<file path="src/rtl/ept_pkg.sv">
// Shared constants for the encoder period-average tachometer.
// Ring geometry, divider numerator and register indexes; no dependencies.
package ept_pkg;

  localparam int RING_DEPTH = 8;
  localparam int RING_AW    = (RING_DEPTH > 1) ? $clog2(RING_DEPTH) : 1;

  // Period sum: RING_DEPTH entries of 16 bits.
  localparam int SUM_W = $clog2(RING_DEPTH * 65535 + 1);
  localparam int PPR_W = 12;
  localparam int GR_W  = 16;
  localparam int GAP_W = 16;
  localparam int STL_W = 20;
  localparam int P1_W  = SUM_W + PPR_W;
  localparam int DEN_W = P1_W + GR_W;

  // 60e6 * RING_DEPTH * 256 (Q8 result) * 256 (Q8.8 ratio).
  localparam logic [63:0] RPM_NUM = 64'd60000000 * 64'(RING_DEPTH) * 64'd65536;
  localparam int NUM_W  = $clog2(RPM_NUM + 64'd1);
  localparam int DCNT_W = $clog2(NUM_W + 1);

  localparam int CFG_IW = 2;
  localparam int CFG_DW = 20;
  localparam logic [CFG_IW-1:0] CFG_PPR   = 2'd0;
  localparam logic [CFG_IW-1:0] CFG_RATIO = 2'd1;
  localparam logic [CFG_IW-1:0] CFG_GAP   = 2'd2;
  localparam logic [CFG_IW-1:0] CFG_STALE = 2'd3;

  localparam logic OP_EDGE = 1'b0;
  localparam logic OP_READ = 1'b1;

endpackage

</file>
<file path="src/rtl/ept_if.sv">
// Valid/ready channel interfaces for the tachometer.
// Input carries events, output carries speed results; no dependencies.
interface ept_in_if;
  logic        valid;
  logic        ready;
  logic        op;
  logic [31:0] now_us;

  modport source (output valid, op, now_us, input ready);
  modport sink   (input valid, op, now_us, output ready);
endinterface

interface ept_out_if;
  logic        valid;
  logic        ready;
  logic [31:0] rpm_q8;
  logic        average_ready;

  modport source (output valid, rpm_q8, average_ready, input ready);
  modport sink   (input valid, rpm_q8, average_ready, output ready);
endinterface

</file>
<file path="src/rtl/ept_ram.sv">
// Generic single-port-write, single-port-read RAM with registered read data.
// No dependencies.
module ept_ram #(
  parameter int W = 16,
  parameter int D = 8
) (
  input  logic                             clk,
  input  logic                             we,
  input  logic [((D > 1) ? $clog2(D) : 1)-1:0] waddr,
  input  logic [W-1:0]                     wdata,
  input  logic                             re,
  input  logic [((D > 1) ? $clog2(D) : 1)-1:0] raddr,
  output logic [W-1:0]                     rdata
);

  logic [W-1:0] mem [D];

  always_ff @(posedge clk) begin
    if (we) begin
      mem[waddr] <= wdata;
    end
    if (re) begin
      rdata <= mem[raddr];
    end
  end

endmodule

</file>
<file path="src/rtl/ept_div.sv">
// Restoring divider, one quotient bit per cycle: RPM_NUM / den, saturated
// to 32 bits. Depends on ept_pkg.
module ept_div
  import ept_pkg::*;
(
  input  logic             clk,
  input  logic             rst_n,
  input  logic             start,
  input  logic [DEN_W-1:0] den,
  output logic             done,
  output logic [31:0]      quo
);

  logic              busy_r, busy_nxt;
  logic              done_r, done_nxt;
  logic [DCNT_W-1:0] cnt_r, cnt_nxt;
  logic [DEN_W-1:0]  den_r, den_nxt;
  logic [DEN_W-1:0]  rem_r, rem_nxt;
  logic [NUM_W-1:0]  q_r, q_nxt;
  logic              zero_r, zero_nxt;
  logic [DEN_W:0]    trial;
  logic [DEN_W:0]    diff;

  assign trial = {rem_r, q_r[NUM_W-1]};
  assign diff  = trial - {1'b0, den_r};

  always_comb begin
    busy_nxt = busy_r;
    done_nxt = 1'b0;
    cnt_nxt  = cnt_r;
    den_nxt  = den_r;
    rem_nxt  = rem_r;
    q_nxt    = q_r;
    zero_nxt = zero_r;
    if (start) begin
      busy_nxt = 1'b1;
      cnt_nxt  = '0;
      den_nxt  = den;
      rem_nxt  = '0;
      q_nxt    = RPM_NUM[NUM_W-1:0];
      zero_nxt = (den == '0);
    end else if (busy_r) begin
      if (trial >= {1'b0, den_r}) begin
        rem_nxt = diff[DEN_W-1:0];
        q_nxt   = {q_r[NUM_W-2:0], 1'b1};
      end else begin
        rem_nxt = trial[DEN_W-1:0];
        q_nxt   = {q_r[NUM_W-2:0], 1'b0};
      end
      cnt_nxt = cnt_r + DCNT_W'(1);
      if (cnt_r == DCNT_W'(NUM_W - 1)) begin
        busy_nxt = 1'b0;
        done_nxt = 1'b1;
      end
    end
  end

  always_ff @(posedge clk) begin
    if (!rst_n) begin
      busy_r <= 1'b0;
      done_r <= 1'b0;
      cnt_r  <= '0;
    end else begin
      busy_r <= busy_nxt;
      done_r <= done_nxt;
      cnt_r  <= cnt_nxt;
    end
    den_r  <= den_nxt;
    rem_r  <= rem_nxt;
    q_r    <= q_nxt;
    zero_r <= zero_nxt;
  end

  assign done = done_r;
  // Saturate on a zero divisor or a quotient wider than 32 bits.
  assign quo  = (zero_r || (|q_r[NUM_W-1:32])) ? 32'hFFFF_FFFF : q_r[31:0];

endmodule

</file>
<file path="src/rtl/encoder_period_average_tachometer.sv">
// Encoder period-average tachometer, top level.
// A speed read, a restarting edge or an edge that leaves the ring unfilled goes
// through S_UPD and S_OUT. An edge that updates the speed also passes S_MUL1,
// S_MUL2 and the divider (S_DIV); one item is in flight at a time.
// Synchronous active-low reset restores register defaults and clears the
// ring valid bits, pointer, sum, speed and last edge time; no clearing pass.
module encoder_period_average_tachometer
  import ept_pkg::*;
(
  input  logic              clk,
  input  logic              rst_n,
  input  logic              cfg_we,
  input  logic [CFG_IW-1:0] cfg_idx,
  input  logic [CFG_DW-1:0] cfg_wdata,
  ept_in_if.sink            in_ch,
  ept_out_if.source         out_ch
);

  localparam logic [2:0] S_IDLE = 3'd0;
  localparam logic [2:0] S_UPD  = 3'd1;
  localparam logic [2:0] S_MUL1 = 3'd2;
  localparam logic [2:0] S_MUL2 = 3'd3;
  localparam logic [2:0] S_DIV  = 3'd4;
  localparam logic [2:0] S_OUT  = 3'd5;

  logic [2:0]          state_r, state_nxt;
  logic [PPR_W-1:0]    ppr_r;
  logic [GR_W-1:0]     ratio_r;
  logic [GAP_W-1:0]    gap_r;
  logic [STL_W-1:0]    stale_r;

  logic                op_r;
  logic [31:0]         now_r;
  logic [31:0]         elapsed_r;
  logic [31:0]         last_r, last_nxt;
  logic [RING_AW-1:0]  ptr_r, ptr_nxt;
  logic [SUM_W-1:0]    sum_r, sum_nxt;
  logic                full_r, full_nxt;
  logic [31:0]         speed_r, speed_nxt;
  logic [RING_DEPTH-1:0] vld_r, vld_nxt;
  logic [P1_W-1:0]     prod1_r;

  logic                out_valid_r, out_valid_nxt;
  logic [31:0]         out_rpm_r;
  logic                out_avg_r;

  logic                accept;
  logic                ram_we;
  logic [15:0]         ram_rdata;
  logic [15:0]         prev_period;
  logic                div_done;
  logic [31:0]         div_quo;
  logic [DEN_W-1:0]    den;

  assign accept      = in_ch.valid && in_ch.ready;
  assign in_ch.ready = (state_r == S_IDLE);
  assign prev_period = vld_r[ptr_r] ? ram_rdata : 16'd0;
  assign den         = DEN_W'(prod1_r) * DEN_W'(ratio_r);

  ept_ram #(.W(16), .D(RING_DEPTH)) u_ring (
    .clk   (clk),
    .we    (ram_we),
    .waddr (ptr_r),
    .wdata (elapsed_r[15:0]),
    .re    (accept),
    .raddr (ptr_r),
    .rdata (ram_rdata)
  );

  ept_div u_div (
    .clk   (clk),
    .rst_n (rst_n),
    .start (state_r == S_MUL2),
    .den   (den),
    .done  (div_done),
    .quo   (div_quo)
  );

  always_comb begin
    state_nxt     = state_r;
    last_nxt      = last_r;
    ptr_nxt       = ptr_r;
    sum_nxt       = sum_r;
    full_nxt      = full_r;
    speed_nxt     = speed_r;
    vld_nxt       = vld_r;
    out_valid_nxt = out_valid_r;
    ram_we        = 1'b0;
    if (out_valid_r && out_ch.ready) begin
      out_valid_nxt = 1'b0;
    end
    unique case (state_r)
      S_IDLE: begin
        if (accept) begin
          state_nxt = S_UPD;
        end
      end
      S_UPD: begin
        state_nxt = S_OUT;
        if (op_r == OP_READ) begin
          if (elapsed_r > {12'd0, stale_r}) begin
            speed_nxt = '0;
          end
        end else if (elapsed_r > {16'd0, gap_r}) begin
          // Restart averaging; keep ring contents, sum and speed.
          full_nxt = 1'b0;
          ptr_nxt  = '0;
          last_nxt = now_r;
        end else begin
          ram_we         = 1'b1;
          vld_nxt[ptr_r] = 1'b1;
          sum_nxt  = sum_r - SUM_W'(prev_period) + SUM_W'(elapsed_r[15:0]);
          last_nxt = now_r;
          if (ptr_r == RING_AW'(RING_DEPTH - 1)) begin
            ptr_nxt = '0;
          end else begin
            ptr_nxt = ptr_r + RING_AW'(1);
          end
          if (full_r || (ptr_r == RING_AW'(RING_DEPTH - 1))) begin
            full_nxt  = 1'b1;
            state_nxt = S_MUL1;
          end
        end
      end
      S_MUL1: state_nxt = S_MUL2;
      S_MUL2: state_nxt = S_DIV;
      S_DIV: begin
        if (div_done) begin
          speed_nxt = div_quo;
          state_nxt = S_OUT;
        end
      end
      S_OUT: begin
        // Hold the result until the output register is free.
        if (!out_valid_r || out_ch.ready) begin
          out_valid_nxt = 1'b1;
          state_nxt     = S_IDLE;
        end
      end
      default: state_nxt = S_IDLE;
    endcase
  end

  always_ff @(posedge clk) begin
    if (!rst_n) begin
      state_r     <= S_IDLE;
      ppr_r       <= PPR_W'(1);
      ratio_r     <= GR_W'(256);
      gap_r       <= GAP_W'(10000);
      stale_r     <= STL_W'(15000);
      last_r      <= '0;
      ptr_r       <= '0;
      sum_r       <= '0;
      full_r      <= 1'b0;
      speed_r     <= '0;
      vld_r       <= '0;
      out_valid_r <= 1'b0;
    end else begin
      state_r     <= state_nxt;
      last_r      <= last_nxt;
      ptr_r       <= ptr_nxt;
      sum_r       <= sum_nxt;
      full_r      <= full_nxt;
      speed_r     <= speed_nxt;
      vld_r       <= vld_nxt;
      out_valid_r <= out_valid_nxt;
      if (cfg_we) begin
        unique case (cfg_idx)
          CFG_PPR:   ppr_r   <= cfg_wdata[PPR_W-1:0];
          CFG_RATIO: ratio_r <= cfg_wdata[GR_W-1:0];
          CFG_GAP:   gap_r   <= cfg_wdata[GAP_W-1:0];
          CFG_STALE: stale_r <= cfg_wdata[STL_W-1:0];
          default: ;
        endcase
      end
    end
    if (accept) begin
      op_r      <= in_ch.op;
      now_r     <= in_ch.now_us;
      elapsed_r <= in_ch.now_us - last_r;
    end
    if (state_r == S_MUL1) begin
      prod1_r <= P1_W'(sum_r) * P1_W'(ppr_r);
    end
    if (state_r == S_OUT && (!out_valid_r || out_ch.ready)) begin
      out_rpm_r <= speed_r;
      out_avg_r <= full_r;
    end
  end

  assign out_ch.valid         = out_valid_r;
  assign out_ch.rpm_q8        = out_rpm_r;
  assign out_ch.average_ready = out_avg_r;

endmodule
</file>
<file path="src/flat_wrapper.sv">
// flat-port wrapper written by rule: the top's interface ports become plain ports
module encoder_period_average_tachometer_flat import ept_pkg::*;
  (clk, rst_n, cfg_we, cfg_idx, cfg_wdata, in_ch_valid, in_ch_op, in_ch_now_us, in_ch_ready, out_ch_valid, out_ch_rpm_q8, out_ch_average_ready, out_ch_ready);
  ept_in_if in_ch_i ();
  ept_out_if out_ch_i ();
  input  logic clk;
  input  logic rst_n;
  input  logic cfg_we;
  input  logic [CFG_IW-1:0] cfg_idx;
  input  logic [CFG_DW-1:0] cfg_wdata;
  input wire logic [$bits(in_ch_i.valid)-1:0] in_ch_valid;
  input wire logic [$bits(in_ch_i.op)-1:0] in_ch_op;
  input wire logic [$bits(in_ch_i.now_us)-1:0] in_ch_now_us;
  output wire logic [$bits(in_ch_i.ready)-1:0] in_ch_ready;
  output wire logic [$bits(out_ch_i.valid)-1:0] out_ch_valid;
  output wire logic [$bits(out_ch_i.rpm_q8)-1:0] out_ch_rpm_q8;
  output wire logic [$bits(out_ch_i.average_ready)-1:0] out_ch_average_ready;
  input wire logic [$bits(out_ch_i.ready)-1:0] out_ch_ready;
  assign in_ch_i.valid = in_ch_valid;
  assign in_ch_i.op = in_ch_op;
  assign in_ch_i.now_us = in_ch_now_us;
  assign in_ch_ready = in_ch_i.ready;
  assign out_ch_valid = out_ch_i.valid;
  assign out_ch_rpm_q8 = out_ch_i.rpm_q8;
  assign out_ch_average_ready = out_ch_i.average_ready;
  assign out_ch_i.ready = out_ch_ready;
  encoder_period_average_tachometer u_core (.clk(clk), .rst_n(rst_n), .cfg_we(cfg_we), .cfg_idx(cfg_idx), .cfg_wdata(cfg_wdata), .in_ch(in_ch_i), .out_ch(out_ch_i));
endmodule
</file>
<file path="config.mk">
export PLATFORM = sky130hd
export DESIGN_NAME = encoder_period_average_tachometer_flat
export DESIGN_NICKNAME = d
export VERILOG_FILES = /design/src/rtl/ept_pkg.sv /design/src/rtl/ept_if.sv /design/src/rtl/ept_ram.sv /design/src/rtl/ept_div.sv /design/src/rtl/encoder_period_average_tachometer.sv /design/src/flat_wrapper.sv
export SDC_FILE = /design/constraint.sdc
export NUM_CORES = 2
export LEC_CHECK = 0
export BUFFER_PORTS_ARGS = -buffer_cell sky130_fd_sc_hd__buf_2
export CAP_MARGIN = 40
export CELL_PAD_IN_SITES_DETAIL_PLACEMENT = 0
export CELL_PAD_IN_SITES_GLOBAL_PLACEMENT = 1
export CORE_MARGIN = 1
export CORE_UTILIZATION = 45
export DETAILED_ROUTE_END_ITERATION = 10
export PLACE_DENSITY_LB_ADDON = 0.25
export SYNTH_ARGS = -nofsm -noshare
export SYNTH_HDL_FRONTEND = slang
export SYNTH_SLANG_ARGS = --single-unit
</file>
<file path="constraint.sdc">
create_clock -name clk -period 7.3 [get_ports clk]
set_clock_uncertainty 0.1 [all_clocks]
set_input_delay 0.73 -clock clk [delete_from_list [all_inputs] [get_ports clk]]
set_output_delay 0.73 -clock clk [all_outputs]
set_load 0.05 [all_outputs]
</file>
* Yosys cells after proc, flatten, opt, wreduce, memory -nomap -nowiden
Memory sizes are Yosys's and may differ from the RTL's. A register that Yosys moved wholly into a read port is not among the register bits. Index checks and enable logic that the tools add are counted.
Word-level totals: bits in read-only memories 0, memories 1, register bits after elaboration 440, input port bits 60, bits in latches 0, RAM bits 128
Memory list:
- u_core.u_ring.mem | depth 8, width 16, read ports 1, clocked after Yosys merged registers in 1, wr ports 1, line ept_ram.sv:16 | logic [W-1:0] mem [D];
Operators by class: reductions and logical operators 25, multiplexer cells 35, $lt $le $gt $ge 5, multiply operators 2, add/subtract/negate cells 6, div/mod/pow operators 0, shift-type cells 0, equality and inequality tests 15, bitwise logic cells 5
Operator list (number):
- $mux W32 | 4
- $pmux W32 S2 | 1
- $ge A48 B47 Y1 | 1
- $logic_not A47 Y1 | 1
- $mul A31 B16 Y47 | 1
- $mux W47 | 1
- $sub A47 B47 Y47 | 1
- $gt A32 B16 Y1 | 1
- $gt A32 B20 Y1 | 1
- $sub A32 B32 Y32 | 1
- $mul A19 B12 Y31 | 1
- $mux W3 | 8
- $add A19 B16 Y19 | 1
- $sub A19 B16 Y19 | 1
- $pmux W3 S6 | 1
- $mux W1 | 17
- $mux W16 | 1
- $reduce_or A13 Y1 | 1
- $reduce_and A2 Y1 | 5
- $eq A3 B3 Y1 const B | 3
- $reduce_and A3 Y1 | 3
- $or A8 B8 Y8 | 1
- $add A6 B1 Y6 const B | 1
- $eq A3 B2 Y1 const B | 2
- 21 further kinds | 34

* Depth between registers and ports, before layout
depth after elaboration 6, mapped depth 27

* By module
A second synthesis with hierarchy kept.
Unflattened totals: cells, all modules 5143, area, all modules 50178.1 µm²
By module, submodules not included:
- encoder_period_average_tachometer | seq. area each 7136.8 µm², cells each 3964, area each 36010.8 µm², instances 1
- ept_div | seq. area each 3443.3 µm², cells each 965, area each 8713.4 µm², instances 1
- ept_ram | seq. area each 4324.1 µm², cells each 214, area each 5454.0 µm², instances 1

* Worst setup path before layout
OpenSTA, ideal clock, no wires.
path type register to register, start point reg u_core.prod1_r[10], end point reg u_core.u_div.zero_r (data pin), path buffers 1, slack 484 ps, library setup time 134 ps, stages on the path, launching flop included 24, data arrival time 6582 ps, cell sequence edfxtp_1 > clkbuf_1 > nand2_1 > fa_1 > fa_1 > fa_1 > fa_1 > inv_1 > fa_1 > inv_1 > fa_1 > inv_1 > ha_1 > nand4_1 > a21oi_2 > a21oi_2 > o21a_2 > xnor2_1 > or4_1 > or4b_1 > and4bb_1 > nand4_1 > nor4_2 > and4b_1
Between the ends: cells in the longest elaborated chain, start to end 2
Ends and longest elaborated chain:
- from (decl) | line encoder_period_average_tachometer.sv:41 | logic [P1_W-1:0] prod1_r;
- from (signal assigned) | line encoder_period_average_tachometer.sv:183 | prod1_r <= P1_W'(sum_r) * P1_W'(ppr_r);
- $mul A31 B16 Y47 | line encoder_period_average_tachometer.sv:58 | assign den = DEN_W'(prod1_r) * DEN_W'(ratio_r);
- named net u_core.den[17] | line encoder_period_average_tachometer.sv:53 | logic [DEN_W-1:0] den;
- $logic_not A47 Y1 | line ept_div.sv:41 | zero_nxt = (den == '0);
- to (signal assigned) | line ept_div.sv:71 | zero_r <= zero_nxt;
- to (decl) | line ept_div.sv:20 | logic zero_r, zero_nxt;
The timed path passes the listed nets, and every way through them passes these cells. A chain may end at the register's enable or synchronous reset.

* Worst setup path after layout
start point reg u_core.prod1_r[9], end point reg u_core.u_div.zero_r (data pin)
Same word-level chain as after synthesis.

==> key figures <==
Setup path
  • CP startpoint kind: flop
  • R2R setup slack: 0.20 ns
  • Slowest cell on crit path: edfxtp_1
  • Critical path buffer and inverter count: 4
  • Critical path depth: 23
  • Reg2reg start: u_core.prod1_r[9]
  • Critical Path RT: 7.66 ns
  • Crit-path leading delay family: adder cells
  • Crit Path Category: reg2reg
  • Crit-path cells: and2_4 > fa_1 > inv_1 > fa_1 > fa_1 > inv_1 > fa_1 > fa_1 > inv_1 > fa_1 > inv_1 > ha_4 > nand4_1 > a21oi_2 > a21oi_2 > o21a_2 > xnor2_2 > or4_4 > or4b_1 > and4bb_1 > nand4_1 > nor4_2 > and4b_1
  • Worst Path Arrival: 7.47 ns
  • Setup crit end kind: flop
  • Reg2Reg Capture Point: u_core.u_div.zero_r
  • Worst path max stage delay: 0.52 ns
  • Worst-path maximum fanout: 6
  • Crit path top cell by count: fa_1
  • FF-to-FF path depth: 23

Placement
  • PortBufs: 94
  • DPL Wire Length: 94990 um
  • Placed Instances: 6655
  • Routability cong.: 0.8671
  • Post-DP Area: 52730 um2

Floorplanning
  • Rows: 121
  • Die ar.: 111700 um2
  • Die height: 334.2 um
  • CORE AREA: 109200 um2
  • Starting Density: 45.50%
  • Ports: 95
  • Die X: 334.2 um

Timing
  • Least-Margin Pin Slew: 0.8936 ns
  • Fmax: 0.1408 GHz
  • Slew Limit Fails: 0
  • Final Hold Viols: 0
  • Final min period: 7.101 ns
  • Period utilization: 97.27%
  • Worst hold slack: 0.1637 ns
  • Setup violators final: 0
  • Slew HR: 40.42%

Synthesis
  • FFs w/ async S/R, synth: 0%
  • Sequential-to-total area share from yosys stat: 30.01%
  • Netlist cell types: 84
  • Mapped cell area: 49670 um2
  • Top FF cell, synth: edfxtp_1
  • Post-synthesis net count: 6132
  • Syn Inst Count: 5155
  • Synth area leader: fa_1
  • Count of flip-flops with a built-in enable after synthesis: 321
  • Synth top area share: 23.86%
  • YS warnings: 0
  • Synthesized area per cell: 9.635 um2
  • Synth top area cells: fa_1, edfxtp_1, dfxtp_1, ha_1, nand2_1
  • Synthesis-stage register bit count: 584

Drt
  • Wirelength per Cell: 18.53 um
  • Routed met3 length: 5100 um
  • DRT iter0 DRCs: 1884
  • Final WL: 126200 um
  • DR DRC count: 0
  • DR vias: 35510
  • WL met2: 61840 um
  • DR top layer: met4
  • Post-route ant nets: 0
  • Routed vias/inst: 5.215
  • M1 WL: 56130 um
  • Initial DRT Pass Iterations: 7

Clocking
  • CTS clk-pin slew, worst paths: 0.06 ns
  • CTS tree: done
  • Clock Sinks: 584
  • Num CTS Buffers: 68
  • Clk Latency, worst-skew pair: 0.66 ns
  • Clock Path Buffers: 3
  • Htree depth: 3
  • CTS Root Cell: clkbuf_16

Hold path
  • HP Class: in2reg
  • Hold path startpoint: in_ch_now_us[14]
  • Worst hold path stage count: 1
  • Hold Path End: u_core.now_r[14]

Global routing
  • Largest net degree at the start of global routing: 89
  • First-pass GRT wire length: 202400 um
  • GRT Residual Overflow: 0
  • Vias in the first global route: 37190
  • Total track usage: 22.91%
  • Initial antenna violation count: 1

Layout
  • Finished Layout Cells: 6810
  • Nets@finish: 6255
  • Design area: 55700 um2
  • Area grow syn2layout: 12.14%
  • Total inserted antenna cells: 0
  • Most common cell after layout, fill and taps aside: nand2_1
  • Commonest cells after routing, fill and taps aside: nand2_1, inv_1, fa_1
  • Layout cell share with drive strength beyond 1: 9.130%
  • Final core utilization: 51.02%

Pwr
  • Switching power share of the total: 31.54%
  • Cell-internal power: 6.910 mW
  • Combinational fraction of design power: 26.6%
  • Pwr Total: 10.09 mW
  • Clock share of power: 36.0%
  • Leakage power: 24.60 nW
  • Reg power frac: 37.4%
  • Power Dens Cells: 181.2 nW/um2
  • Max VDD drop: 0.1917 mV
  • Psw: 3.183 mW

Status
  • Status: finished clean

Job
  • Max_cap viols: 0
[worst register-to-register path, stage by stage, from the launching register on]
cell,delay [ns]
edfxtp_1,0.52
and2_4,0.21
fa_1,0.52
inv_1,0.05
fa_1,0.47
fa_1,0.51
inv_1,0.05
fa_1,0.46
fa_1,0.52
inv_1,0.05
fa_1,0.47
inv_1,0.06
ha_4,0.28
nand4_1,0.14
a21oi_2,0.19
a21oi_2,0.08
o21a_2,0.23
xnor2_2,0.14
or4_4,0.48
or4b_1,0.46
and4bb_1,0.36
nand4_1,0.14
nor4_2,0.22
and4b_1,0.21
[power by group through the flow]
stage	logic (mW)	registers, mW	clock network [mW]
after global placement	2.61	3.85	0
after floorplan	1.85	3.80	0
after global routing	3.02	3.79	3.85
final	2.68	3.78	3.63
after detailed placement	2.63	3.85	0
after CTS	2.64	3.78	3.73
[metrics by stage]
stage               setup TNS [ns]  setup slack (ns)
floorplan                        0            0.4840
detailed placement               0          0.002563
global placement                 0            0.1088
global route              -0.02397          -0.02397
CTS                              0          0.006898
finish                           0            0.1993
[state kept, by name, summed over array words and instances (netlist names), 3 cells and up]
| signal | flops |
|---|---|
| u_core.elapsed_r | 32 |
| u_core.gap_r | 16 |
| u_core.last_r | 32 |
| u_core.now_r | 32 |
| u_core.out_ch.rpm_q8 | 32 |
| u_core.ppr_r | 12 |
| u_core.prod1_r | 31 |
| u_core.ptr_r | 3 |
| u_core.ratio_r | 16 |
| u_core.speed_r | 32 |
| u_core.stale_r | 20 |
| u_core.state_r | 3 |
| u_core.sum_r | 19 |
| u_core.u_div.cnt_r | 6 |
| u_core.u_div.den_r | 47 |
| u_core.u_div.q_r | 45 |
| u_core.u_div.rem_r | 47 |
| u_core.u_ring.mem | 128 |
| u_core.u_ring.rdata | 16 |
| u_core.vld_r | 8 |
[cells in the mapped netlist (27+ instances only)]
library cell and n:
nand2_1 797, inv_1 791, fa_1 592, ha_1 325, edfxtp_1 321, and2_1 285, dfxtp_1 263, clkbuf_1 231
nor2_1 189, a21oi_1 187, o21ai_0 147, mux2i_1 96, a21boi_0 90, a21o_1 89, xnor2_1 84, a22oi_1 71
xor2_1 67, nor2b_1 45, nand4_1 42, o21a_1 39, a211oi_1 34, nor3_1 34, nand3_1 30, o211ai_1 27
[logic make-up after synthesis]
| kind of cell | after synthesis | synth area share [%] |
|---|---|---|
| AOI/OAI and AO/OA | 812 | 10.79 |
| xor gates and xnor gates | 151 | 2.663 |
| adders and majority gates | 917 | 32.05 |
| buffers and inverters | 1039 | 7.892 |
| DFF | 584 | 30.01 |
| muxes | 98 | 1.980 |
| and+or+nand+nor | 1554 | 14.62 |
[worst max-delay path by stage]
stage                                   from             endpoint  slack (ns)
after floorplan           u_core.prod1_r[10]  u_core.u_div.zero_r        0.48
after global placement    u_core.prod1_r[10]  u_core.u_div.zero_r        0.11
after detailed placement  u_core.prod1_r[10]  u_core.u_div.zero_r       0.003
after CTS                  u_core.prod1_r[7]  u_core.u_div.zero_r       0.007
after global routing       u_core.prod1_r[9]  u_core.u_div.zero_r       -0.02
final                      u_core.prod1_r[9]  u_core.u_div.zero_r        0.20
[per-layer routing]
metal	vias up	GRT usage, %
met5	-	0
met4	0	5.983
met3	180	2.656
met2	701	39.96
met1	17680	30.12
li1	16950	-
[area by class of cell]
cell class                      count  area [um2]
Fill cell                       10080       53460
Tap cell                         1476        1847
Clock buffer                       86        1819
Inverter                          792        2975
Multi-Input combinational cell   3532       31140
Sequential cell                   584       14920
Timing Repair Buffer              300        2392
Clock inverter                     40       609.3
[timing repair]
item,4_1_cts,5_1_grt
hold endpoints to repair,0,0
hold buffers,0,0
gates cloned,0,3
gates resized for setup,4,51
pin swaps,0,30
setup endpoints to repair,1,1
buffers inserted,0,26
Note: power is estimated with default switching activity, not from simulation.
